[config.mk]
export PLATFORM = sky130hd
export DESIGN_NAME = nca_cell
export DESIGN_NICKNAME = d
export VERILOG_FILES = /design/src/sv/nca_pkg.sv /design/src/sv/nca_ram.sv /design/src/sv/nca_cell.sv
export SDC_FILE = /design/constraint.sdc
export NUM_CORES = 1
export LEC_CHECK = 0
export BUFFER_PORTS_ARGS = -buffer_cell sky130_fd_sc_hd__clkbuf_2
export CORE_ASPECT_RATIO = 1.75
export CORE_MARGIN = 1.5
export CORE_UTILIZATION = 57
export CTS_CLUSTER_SIZE = 30
export DETAILED_ROUTE_END_ITERATION = 8
export PLACE_DENSITY = 0.78
export SETUP_SLACK_MARGIN = 0.15
export SLEW_MARGIN = 20
export SYNTH_ARGS = -nofsm -noshare
export SYNTH_HDL_FRONTEND = slang
export SYNTH_SLANG_ARGS = --single-unit
[constraint.sdc]
create_clock -name i_clk -period 8.3 [get_ports i_clk]
set_input_delay 0 -clock i_clk [delete_from_list [all_inputs] [get_ports i_clk]]
set_output_delay 0 -clock i_clk [all_outputs]
set_load 0.05 [all_outputs]
[src/sv/nca_pkg.sv]
// Shared package for the nearest-centroid assignment block.
// Holds the opcode and register-index codes, the accumulator width and the
// control struct that travels along the cell chain. Depends on nothing.
package nca_pkg;

    localparam int ACC_BITS = 36;
    localparam logic [ACC_BITS-1:0] ACC_MAX = '1;

    localparam int CFG_IDX_BITS = 1;

    typedef enum logic [CFG_IDX_BITS-1:0] {
        CFG_CENTROIDS = 1'b0,
        CFG_DIMS      = 1'b1
    } t_cfg_idx;

    typedef enum logic {
        OP_LOAD  = 1'b0,
        OP_POINT = 1'b1
    } t_opcode;

    // Control bits of one item as it moves from stage to stage.
    typedef struct packed {
        logic    valid;
        t_opcode op;
        logic    last;
        logic    dim_ok;
    } t_ctl;

endpackage

[src/sv/nca_ram.sv]
// Generic single-address RAM with a registered read port.
// Used for each cell's slice of the centroid store; no dependencies.
module nca_ram #(
    parameter  int WIDTH     = 16,
    parameter  int DEPTH     = 16,
    localparam int ADDR_BITS = (DEPTH > 1) ? $clog2(DEPTH) : 1
) (
    input  logic                 i_clk,
    input  logic                 i_we,
    input  logic                 i_re,
    input  logic [ADDR_BITS-1:0] i_addr,
    input  logic [WIDTH-1:0]     i_wdata,
    output logic [WIDTH-1:0]     o_rdata
);

    logic [WIDTH-1:0] r_mem [0:DEPTH-1];
    logic [WIDTH-1:0] r_rdata;

    always_ff @(posedge i_clk) begin
        if (i_we) begin
            r_mem[i_addr] <= i_wdata;
        end
        if (i_re) begin
            r_rdata <= r_mem[i_addr];
        end
    end

    assign o_rdata = r_rdata;

endmodule

[src/sv/nca_cell.sv]
// One cell of the centroid chain: owns one centroid's coordinates and its
// distance accumulator, and passes items plus the running best match on.
// Depends on nca_pkg and nca_ram.
module nca_cell #(
    parameter  int CELL_IDX      = 0,
    parameter  int MAX_CENTROIDS = 16,
    parameter  int MAX_DIMS      = 16,
    parameter  int COORD_BITS    = 16,
    localparam int SLOT_BITS     = $clog2(MAX_CENTROIDS),
    localparam int DIM_BITS      = (MAX_DIMS > 1) ? $clog2(MAX_DIMS) : 1,
    localparam int CNT_C_BITS    = $clog2(MAX_CENTROIDS + 1)
) (
    input  logic                         i_clk,
    input  logic                         i_rst_n,
    input  logic                         i_advance,
    input  nca_pkg::t_ctl                i_ctl,
    input  logic [SLOT_BITS-1:0]         i_slot,
    input  logic [DIM_BITS-1:0]          i_dim,
    input  logic signed [COORD_BITS-1:0] i_coord,
    input  logic [CNT_C_BITS-1:0]        i_ncent,
    input  logic [SLOT_BITS-1:0]         i_best_idx,
    input  logic [nca_pkg::ACC_BITS-1:0] i_best_d,
    output nca_pkg::t_ctl                o_ctl,
    output logic [SLOT_BITS-1:0]         o_slot,
    output logic [DIM_BITS-1:0]          o_dim,
    output logic signed [COORD_BITS-1:0] o_coord,
    output logic [CNT_C_BITS-1:0]        o_ncent,
    output logic [SLOT_BITS-1:0]         o_best_idx,
    output logic [nca_pkg::ACC_BITS-1:0] o_best_d
);
    import nca_pkg::*;

    localparam int SQ_BITS  = 2 * (COORD_BITS + 1);
    localparam int SUM_BITS = ((SQ_BITS > ACC_BITS) ? SQ_BITS : ACC_BITS) + 1;
    localparam logic [SLOT_BITS-1:0]  MY_SLOT   = SLOT_BITS'(CELL_IDX);
    localparam logic [CNT_C_BITS-1:0] MY_COUNT  = CNT_C_BITS'(CELL_IDX);
    localparam logic [DIM_BITS:0]     DIM_LIMIT = (DIM_BITS + 1)'(MAX_DIMS);

    // Stage A is the incoming item: write on a load to this slot, read on every advance.
    logic                  ram_we;
    logic [COORD_BITS-1:0] ram_rdata;

    assign ram_we = i_advance && i_ctl.valid && (i_ctl.op == OP_LOAD) &&
                    (i_slot == MY_SLOT) && ({1'b0, i_dim} < DIM_LIMIT);

    nca_ram #(
        .WIDTH (COORD_BITS),
        .DEPTH (MAX_DIMS)
    ) u_store (
        .i_clk   (i_clk),
        .i_we    (ram_we),
        .i_re    (i_advance),
        .i_addr  (i_dim),
        .i_wdata (i_coord),
        .o_rdata (ram_rdata)
    );

    // Stage B: difference and square.
    t_ctl                         r_b_ctl;
    logic [SLOT_BITS-1:0]         r_b_slot;
    logic [DIM_BITS-1:0]          r_b_dim;
    logic signed [COORD_BITS-1:0] r_b_coord;
    logic [CNT_C_BITS-1:0]        r_b_ncent;
    logic [SLOT_BITS-1:0]         r_b_best_idx;
    logic [ACC_BITS-1:0]          r_b_best_d;

    logic signed [COORD_BITS:0]   diff;
    logic signed [SQ_BITS-1:0]    prod;

    assign diff = {r_b_coord[COORD_BITS-1], r_b_coord} -
                  {ram_rdata[COORD_BITS-1], ram_rdata};
    assign prod = diff * diff;

    // Stage C: accumulate with saturation and compare against the best so far.
    t_ctl                         r_c_ctl;
    logic [SLOT_BITS-1:0]         r_c_slot;
    logic [DIM_BITS-1:0]          r_c_dim;
    logic signed [COORD_BITS-1:0] r_c_coord;
    logic [CNT_C_BITS-1:0]        r_c_ncent;
    logic [SLOT_BITS-1:0]         r_c_best_idx;
    logic [ACC_BITS-1:0]          r_c_best_d;
    logic [SQ_BITS-1:0]           r_c_sq;

    logic [ACC_BITS-1:0]          r_acc;
    logic [ACC_BITS-1:0]          n_acc;
    logic [ACC_BITS-1:0]          acc_sum;
    logic [SUM_BITS-1:0]          wide_sum;
    logic                         active;
    logic                         is_point;
    logic [SLOT_BITS-1:0]         n_best_idx;
    logic [ACC_BITS-1:0]          n_best_d;

    // Output register toward the next cell.
    t_ctl                         r_o_ctl;
    logic [SLOT_BITS-1:0]         r_o_slot;
    logic [DIM_BITS-1:0]          r_o_dim;
    logic signed [COORD_BITS-1:0] r_o_coord;
    logic [CNT_C_BITS-1:0]        r_o_ncent;
    logic [SLOT_BITS-1:0]         r_o_best_idx;
    logic [ACC_BITS-1:0]          r_o_best_d;

    always_comb begin
        active   = MY_COUNT < r_c_ncent;
        is_point = r_c_ctl.valid && (r_c_ctl.op == OP_POINT);
        wide_sum = SUM_BITS'(r_acc) + SUM_BITS'(r_c_sq);
        if (wide_sum > SUM_BITS'(ACC_MAX)) begin
            acc_sum = ACC_MAX;
        end else begin
            acc_sum = wide_sum[ACC_BITS-1:0];
        end
        if (active && r_c_ctl.dim_ok) begin
            n_best_d = acc_sum;
        end else begin
            n_best_d = r_acc;
        end
        // The accumulator after this item; a point's last item clears it.
        if (is_point && r_c_ctl.last) begin
            n_acc = '0;
        end else if (is_point) begin
            n_acc = n_best_d;
        end else begin
            n_acc = r_acc;
        end
        // Cell zero opens the search; later cells win only when strictly
        // closer, so ties stay with the lowest slot.
        n_best_idx = MY_SLOT;
        if (CELL_IDX != 0) begin
            if (!(active && (n_best_d < r_c_best_d))) begin
                n_best_idx = r_c_best_idx;
                n_best_d   = r_c_best_d;
            end
        end
    end

    always_ff @(posedge i_clk) begin
        if (!i_rst_n) begin
            r_b_ctl <= '0;
            r_c_ctl <= '0;
            r_o_ctl <= '0;
            r_acc   <= '0;
        end else if (i_advance) begin
            r_b_ctl <= i_ctl;
            r_c_ctl <= r_b_ctl;
            r_o_ctl <= r_c_ctl;
            r_acc   <= n_acc;
        end
    end

    always_ff @(posedge i_clk) begin
        if (i_advance) begin
            r_b_slot     <= i_slot;
            r_b_dim      <= i_dim;
            r_b_coord    <= i_coord;
            r_b_ncent    <= i_ncent;
            r_b_best_idx <= i_best_idx;
            r_b_best_d   <= i_best_d;

            r_c_slot     <= r_b_slot;
            r_c_dim      <= r_b_dim;
            r_c_coord    <= r_b_coord;
            r_c_ncent    <= r_b_ncent;
            r_c_best_idx <= r_b_best_idx;
            r_c_best_d   <= r_b_best_d;
            r_c_sq       <= unsigned'(prod);

            r_o_slot     <= r_c_slot;
            r_o_dim      <= r_c_dim;
            r_o_coord    <= r_c_coord;
            r_o_ncent    <= r_c_ncent;
            r_o_best_idx <= n_best_idx;
            r_o_best_d   <= n_best_d;
        end
    end

    assign o_ctl      = r_o_ctl;
    assign o_slot     = r_o_slot;
    assign o_dim      = r_o_dim;
    assign o_coord    = r_o_coord;
    assign o_ncent    = r_o_ncent;
    assign o_best_idx = r_o_best_idx;
    assign o_best_d   = r_o_best_d;

endmodule

* Word level (Yosys, flattened, before mapping)
Memory sizes are Yosys's and may differ from the RTL's. A register that Yosys moved wholly into a read port is not among the register bits.
Cells that the tools add are included.
** Operators by class
- Bitwise gates (word level) :: 1
- Mux-type cells :: 6
- Magnitude comparators :: 2
- Add/subtract/negate cells :: 2
- Reduce and logical (&&, ||, !) cells :: 9
- Multipliers :: 1
** Operators by type and width (number)
- two-way mux 36 bit :: 4
- adder 36 x 34 -> 37 bit :: 1
- > comparator 37 x 36 -> 1 bit (second input constant) :: 1
- multiplier 17 x 17 -> 34 bit :: 1
- subtractor 16 x 16 -> 17 bit :: 1
- logical AND 1 bit :: 6
- less-than comparator 1 x 5 -> 1 bit (first input constant) :: 1
- zero test 4 bit :: 1
- two-way mux 1 bit :: 2
- AND reduction 2 bit :: 1
- nonzero test 2 bit :: 1
- inverter 1 bit :: 1
** Word-level totals
- Flip-flop bits (word level) :: 205
- Memories :: 1
- Input bits :: 76
- Bits in writable memories :: 256
** Memory list
- u_store.r_mem :: depth 16, bits a word 16, read ports 1, clocked after memory_dff 1, write ports 1, line nca_ram.sv:16 : logic [WIDTH-1:0] r_mem [0:DEPTH-1];

* Logic depth before layout (Yosys ltp)
Gate-level depths: netlist of run 1.
- Depth after elaboration :: 6
- Gate-level depth with buffers :: 35

* Modules after synthesis
From an unflattened synthesis of run 1, not the netlist that was laid out.
** Unflattened totals
- Cells, all modules :: 2267
- Area total of the unflattened synthesis :: 29198.0 µm²
** Modules (own cells, without submodules)
- nca_cell :: cells an instance 1833, area an instance 19014.5 µm², sequential area each 5645.4 µm², times used 1
- nca_ram :: cells an instance 434, area an instance 10183.5 µm², sequential area each 8167.8 µm², times used 1

* Worst setup path after synthesis of run 1
Ideal clock, no wire load.
- Kind :: reg-to-reg
- Start :: reg u_store.r_rdata[0], in the netlist u_store.o_rdata[0], read port of u_store.r_mem
- End :: reg r_c_sq[26], data pin
- Clock period less this slack :: 7756 ps
- Slack :: 544 ps
- Data arrival time :: 7490 ps
- Required time :: 8033 ps
- Stages on the path, launching flop included :: 32
- Path buffers :: 1
- Path through :: edfxtp_1 ha_1 fa_1 nor2b_1 o21ai_0 a21boi_1 o21a_1 a21oi_1 xor2_1 inv_1 clkbuf_1 nand2_1 fa_1 inv_1 fa_1 inv_1 fa_1 inv_1 fa_1 fa_1 inv_1 fa_1 inv_1 ha_1 and3_1 a221o_1 or3_4 o21a_1 a31oi_1 or2_1 mux2i_1 a221oi_2
** Between the ends
- Longest elaborated chain between the ends :: 2
** RTL lines
- from (decl) :: line nca_ram.sv:17 : logic [WIDTH-1:0] r_rdata;
- subtractor 16 x 16 -> 17 bit :: line nca_cell.sv:70 : assign diff = {r_b_coord[COORD_BITS-1], r_b_coord} -
- multiplier 17 x 17 -> 34 bit :: line nca_cell.sv:72 : assign prod = diff * diff;
- named net prod[26] :: line nca_cell.sv:68 : logic signed [SQ_BITS-1:0] prod;
- to (signal assigned) :: line nca_cell.sv:164 : r_c_sq <= unsigned'(prod);
- to (decl) :: line nca_cell.sv:82 : logic [SQ_BITS-1:0] r_c_sq;
The timed path passes the listed nets, and every way through them passes these cells.
A chain may end at the register's enable or synchronous reset.

* Worst setup path in the final report of run 1
- Start :: reg r_b_coord[1]
- End :: reg r_c_sq[32], data pin
** Between the ends
- Longest elaborated chain between the ends :: 2
** RTL lines
- from (decl) :: line nca_cell.sv:62 : logic signed [COORD_BITS-1:0] r_b_coord;
- from (signal assigned) :: line nca_cell.sv:153 : r_b_coord <= i_coord;
- subtractor 16 x 16 -> 17 bit :: line nca_cell.sv:70
- multiplier 17 x 17 -> 34 bit :: line nca_cell.sv:72
- named net prod[32] :: line nca_cell.sv:68
The timed path passes the listed nets, and every way through them passes these cells.

==> results of run 1 <==
metrics by stage:
| step | cell area, um^2 | std cells | util [%] | worst slack, ns | hold slack, ns |
|---|---|---|---|---|---|
| 3_5_place_dp | 31100 | 3028 | 60.8 | 0.0384 | 0.179 |
| 2_1_floorplan | 29400 | 2243 | - | 0.544 | 0.0989 |
| 5_1_grt | 33400 | 3165 | 65.2 | 0.0848 | 0.0361 |
| 4_1_cts | 32900 | 3141 | 64.2 | 0.158 | 0.0143 |
| 6_report | 33400 | 3165 | 65.2 | 0.292 | 0.00297 |
| 3_3_place_gp | 31100 | 3028 | 60.8 | 0.201 | 0.178 |
per-layer routing:
layer	up-vias	wire [um]	global-route usage, %	part of all wire (%)
li1	8188	-	-	-
met1	9246	22200	26.4	33
met2	649	38300	51.1	56
met3	227	2990	2.60	4.4
met4	0	4470	14.6	6.6
met5	-	0	0	0
Yosys cell counts (14+ instances only):
cell      number  area [um^2]
inv_1        338         1270
a21o_1        31          233
dfxtp_1       48          961
o21a_1        14          105
edfxtp_1     428        12900
xnor2_1       55          482
a21oi_1       76          380
nand3_1       21          105
a22o_1        16          140
clkbuf_1      48          180
mux2i_1       17          170
or3_1         14         87.6
nand2_1      147          552
nor2_1       158          593
mux4_2        80         1800
xor2_1        26          228
ha_1         135         1690
o21ai_0       40          200
a21oi_2       18          158
nor2b_1       29          181
nor3_1        24          120
fa_1         270         5410
critical path, delay by kind of cell, from the launching register on:
family,cells,cell delay [ns]
adders and majority gates,8,3.54
AOI/OAI and AO/OA,10,2.66
and+or+nand+nor,5,0.97
DFF,1,0.42
buffers and inverters,2,0.09
xor gates and xnor gates,1,0.09
sequential cells by signal, indices dropped and copies added (netlist names), 5 cells and up:
signal and count:
u_store.r_mem 256, o_best_d 36, r_acc 36, r_c_sq 33, o_coord 16, r_b_coord 16
r_c_coord 16, u_store.o_rdata 16, o_ncent 5, r_b_ncent 5, r_c_ncent 5
final timing paths:
path | start | endpoint | cells past startpoint
setup / recovery | r_b_coord[1] | r_c_sq[32] | 26
hold / removal | i_advance | o_best_d[6] | 1
setup reg to reg | r_b_coord[1] | r_c_sq[32] | 26
hold reg to reg | r_c_dim[2] | o_dim[2] | 0
cell type report:
class                   instances  area (um^2)  share of cell area [%]
clock inverters                26          221                   0.664
repair buffers                245         1730                    5.19
multi-input cells            1346        14300                    42.8
well taps                     672          841                    2.52
inverters                     347         1310                    3.91
clock buffers                  53         1170                    3.52
flip-flops and latches        476        13800                    41.4
cell families (layout without fill, tap and decap cells):
group | Yosys count | in the layout | share of synthesized area (%)
flops | 476 | 476 | 46.9
simple gates | 460 | 460 | 7.12
buf+inv | 421 | 671 | 5.54
fa+ha+maj | 405 | 405 | 24.1
compound gates | 298 | 298 | 7.15
mux | 98 | 98 | 6.74
xor+xnor | 81 | 81 | 2.41
other cells | 1 | 4 | 0.0127
repair_timing:
| item | 4_1_cts | 5_1_grt |
|---|---|---|
| pin swaps | 0 | 36 |
| cloned | 0 | 0 |
| gates resized for setup | 2 | 71 |
| setup buffers | 0 | 24 |
| hold endpoints to repair | 296 | 0 |
| endpoints found under the setup margin | 2 | 14 |
| hold buffers | 34 | 0 |
==> results_dict.tcl, run 1 <==
set metrics [dict create \
    status "finished clean" \
    rows 110 \
    worstHoldPathType "in -> reg" \
    die_y_um 304 \
    first_pass_iters 7 \
    critPathMostFrequentCell "fa_1" \
    required_ns 8.63 \
    grt_usage_pct 26.1 \
    clockBufferDepth 3 \
    grt_max_degree 67 \
    coreArea_um2 51200 \
    yosysUniqueCellTypes 85 \
    ios 149 \
    root_buffer "clkbuf_16" \
    grt_antenna_before_repair 0 \
    cts_tree "yes" \
    first_iter_violations 973 \
    setup.worst_path.class "reg -> reg" \
    cts-htree-levels 2 \
    tightest_slew_ns 0.942 \
    fill_cells 3738 \
    fin_tns_setup_ns 0 \
    grt_pass1_wl_um 105000 \
    finalHoldViolCount 0 \
    slowest_stage "fa_2" \
    wire_per_inst_um 21.5 \
    grt-ovfl-total 0 \
    synth_area_per_cell_um2 13.1 \
    worstPathMaxFanout 4 \
    ff2ff_setup_slack_ns 0.29 \
    drv_slew 0 \
    clock-sinks 476 \
    ys_warn_count 0 \
    relSlewSlack_pct 37.2 \
    maxCapViolations 0 \
    worstSkewPairLatency_ns 0.58 \
    layout_commonest_cell "edfxtp_1" \
    max_stage_delay_ns 0.57 \
    drc 0 \
    synth_edf_count 428 \
    routabilityCongestion 0.980 \
    post-route-period-util_pct 96.5 \
    n_antenna_cell 0 \
    critPathCaptureType "flip-flop" \
    viasPerCell 5.79 \
    dr_total_vias 18300 \
    numCtsBuffers 43 \
    ys_ff_latch 476 \
    clock-skew-final_ns 0.0224 \
    die_w_um 175 \
    final_cell_mix "edfxtp_1 (428), inv_1 (333), fa_1 (262)" \
    start_kind "flip-flop" \
    syn_to_final_growth_pct 13.4 \
    synth_cells 2240 \
    grt_pass1_vias 19800 \
    syn_area_um2 29400 \
    dp_hpwl_um 50200 \
    synth_ff_type "edfxtp_1" \
    arrival_ns 8.33 \
    port_buffers 104 \
    rsz0062_at_grt "false" \
    routed_wl_um 68000 \
    final_antenna_net_count 0 \
    nNetsFinal 2940 \
    synthArstFlopShare_pct 0 \
    fmax_mhz 125 \
    setup_viol 0 \
    start_util_pct 57.5 \
    dieArea_um2 53100 \
    ys_seq_area_share_pct 46.9 \
    drive_gt1_share_pct 18.9 \
    path_clk_slew_ns 0.07 \
    min_period_ns 8.01 \
]
Power of run 1 is left out: the tool's default activity adds up to more than one toggle a clock period on the data nets, which glitch-free logic cannot reach.
==> inputs of run 2 (changes only) <==
Settings changed: ABC_AREA from default to 1, CTS_CLUSTER_SIZE 30 to 8.
==> run 2 against run 1 <==
Synthesized cell count grew 23%. Global-route usage increased by 2.9 points. Sequential share of layout area is 0.65 points lower. Sequential cell count did not move. Clock-buffer cell count grew 38. Worst hold slack better by 0.035 ns. Cell count grew 16%. Routed wire length is 11% higher. Area after synthesis up 1.6%. Largest cell class unchanged.
==> results_dict.tcl, run 2 <==
set metrics [dict create \
    status "finished clean" \
    grt_pass1_vias 22900 \
    slowest_stage "fa_1" \
    die_y_um 306 \
    rsz0062_at_grt "true" \
    grt-ovfl-total 0 \
    critPathMostFrequentCell "fa_1" \
    nNetsFinal 3449 \
    synth_cells 2763 \
    drive_gt1_share_pct 10.9 \
    routed_wl_um 75600 \
    rows 110 \
    max_stage_delay_ns 0.55 \
    setup.worst_path.class "reg -> reg" \
    first_iter_violations 1322 \
    routabilityCongestion 0.987 \
    die_w_um 176 \
    yosys-top-cells-area "edfxtp_1 (43%), fa_1 (18%), inv_1 (6.1%)" \
    synth_most_common_cell "inv_1" \
    relSlewSlack_pct 27.8 \
    grt_max_degree 90 \
    worstHoldPathType "in -> reg" \
    final_antenna_net_count 0 \
    tightest_slew_ns 1.07 \
    fmax_mhz 128 \
    cts-htree-levels 3 \
    maxCapViolations 0 \
    layout_commonest_cell "inv_1" \
    arrival_ns 8.13 \
    grt_pass1_wl_um 118000 \
    synth_area_per_cell_um2 10.8 \
    path_clk_slew_ns 0.06 \
    ys_warn_count 0 \
    wire_per_inst_um 20.6 \
    worstPathMaxFanout 10 \
    coreArea_um2 51600 \
    syn_area_um2 29900 \
    dieArea_um2 53900 \
    syn_to_final_growth_pct 13.3 \
    synth_ff_type "edfxtp_1" \
    root_buffer "clkbuf_16" \
    synth_top_cell_by_area "edfxtp_1" \
    synth_common_cells "inv_1 (484), edfxtp_1 (428), nand2_1 (402)" \
    clock-skew-final_ns 0.0447 \
    n_antenna_cell 0 \
    first_pass_iters 6 \
    ys_seq_area_share_pct 46.2 \
    cts_tree "yes" \
    worstSkewPairLatency_ns 0.62 \
    port_buffers 104 \
    numCtsBuffers 70 \
    fin_tns_setup_ns 0 \
    viasPerCell 5.70 \
    synth_edf_count 428 \
    required_ns 8.62 \
    drc 0 \
    post-route-period-util_pct 94.1 \
    clockBufferDepth 3 \
    start_kind "flip-flop" \
    regMostFlops "u_store.r_mem" \
    grt_usage_pct 29.0 \
    drv_slew 0 \
    critPathCaptureType "flip-flop" \
    finalHoldViolCount 0 \
    synth_top_area_share_pct 43.0 \
    grt_antenna_before_repair 0 \
    final_cell_mix "inv_1 (482), edfxtp_1 (428), nand2_1 (402)" \
    setup_viol 0 \
    synthArstFlopShare_pct 0 \
    dr_total_vias 20900 \
    clock-sinks 476 \
    start_util_pct 58.0 \
    dp_hpwl_um 55800 \
    ys_ff_latch 476 \
    yosysUniqueCellTypes 54 \
    ios 149 \
    min_period_ns 7.81 \
    largest_reg_flops 256 \
]
-- run 2: worst paths after layout --
kind,from,end,slack (ns),cells after the start
max,u_store.o_rdata[0],r_c_sq[32],0.49,31
min,i_advance,o_slot[1],0.04,1
max reg2reg,u_store.o_rdata[0],r_c_sq[32],0.49,31
min reg2reg,r_c_dim[1],o_dim[1],0.40,0
-- run 2: per-stage QoR --
step                      instance area (um^2)  instances  utilization, %  setup WS [ns]  hold WS (ns)
after floorplan                          29900       2766               -           1.43        0.0989
after CTS                                33900       3665            65.7          0.476        0.0237
after global routing                     33900       3665            65.7          0.154        0.0717
after global placement                   31500       3532            61.0          0.694         0.178
final                                    33900       3665            65.7          0.491        0.0381
after detailed placement                 31500       3532            61.0          0.533         0.184
-- run 2: metal layers --
layer | global-route usage (%) | wire length, um | part of all wire, % | vias to the layer above
met5 | 0 | 0 | 0 | -
met4 | 20.3 | 5420 | 7.2 | 0
met3 | 3.79 | 3980 | 5.3 | 283
met2 | 56.4 | 42300 | 56 | 866
met1 | 27.2 | 23800 | 32 | 10200
li1 | - | - | - | 9548
-- run 2: layout make-up --
class                           instances  area, um^2
Fill cell                            3858       17700
Multi-Input combinational cell       1713       13900
Sequential cell                       476       13800
Clock buffer                           91        1900
Inverter                              497        1870
Timing Repair Buffer                  210        1420
Tap cell                              672         841
Clock inverter                          6         153
-- run 2: cell families after synthesis --
group | Yosys count | synth area share (%)
AO/OA/AOI/OAI | 449 | 9.51
adder cells (fa/ha/maj) | 405 | 23.7
flip-flops | 476 | 46.2
AND/OR/NAND/NOR | 788 | 11.1
buffers and inverters | 577 | 7.47
other | 1 | 0.0125
XOR/XNOR | 67 | 2.05
-- run 2: what timing repair did --
action                     CTS  global route
hold endpoints to repair   296             0
hold buffers                36             0
setup buffers                0             0
gates resized for setup      0             3
setup endpoints to repair    0             5
-- run 2: critical path, delay by kind of cell, from the launching register on --
| family | cells | cell delay [ns] |
|---|---|---|
| fa+ha+maj | 9 | 4.05 |
| simple gates | 9 | 1.41 |
| buf+inv | 8 | 0.91 |
| compound gates | 4 | 0.67 |
| flops | 1 | 0.37 |
| xor+xnor | 1 | 0.12 |
Power of run 2 is left out for the same reason.
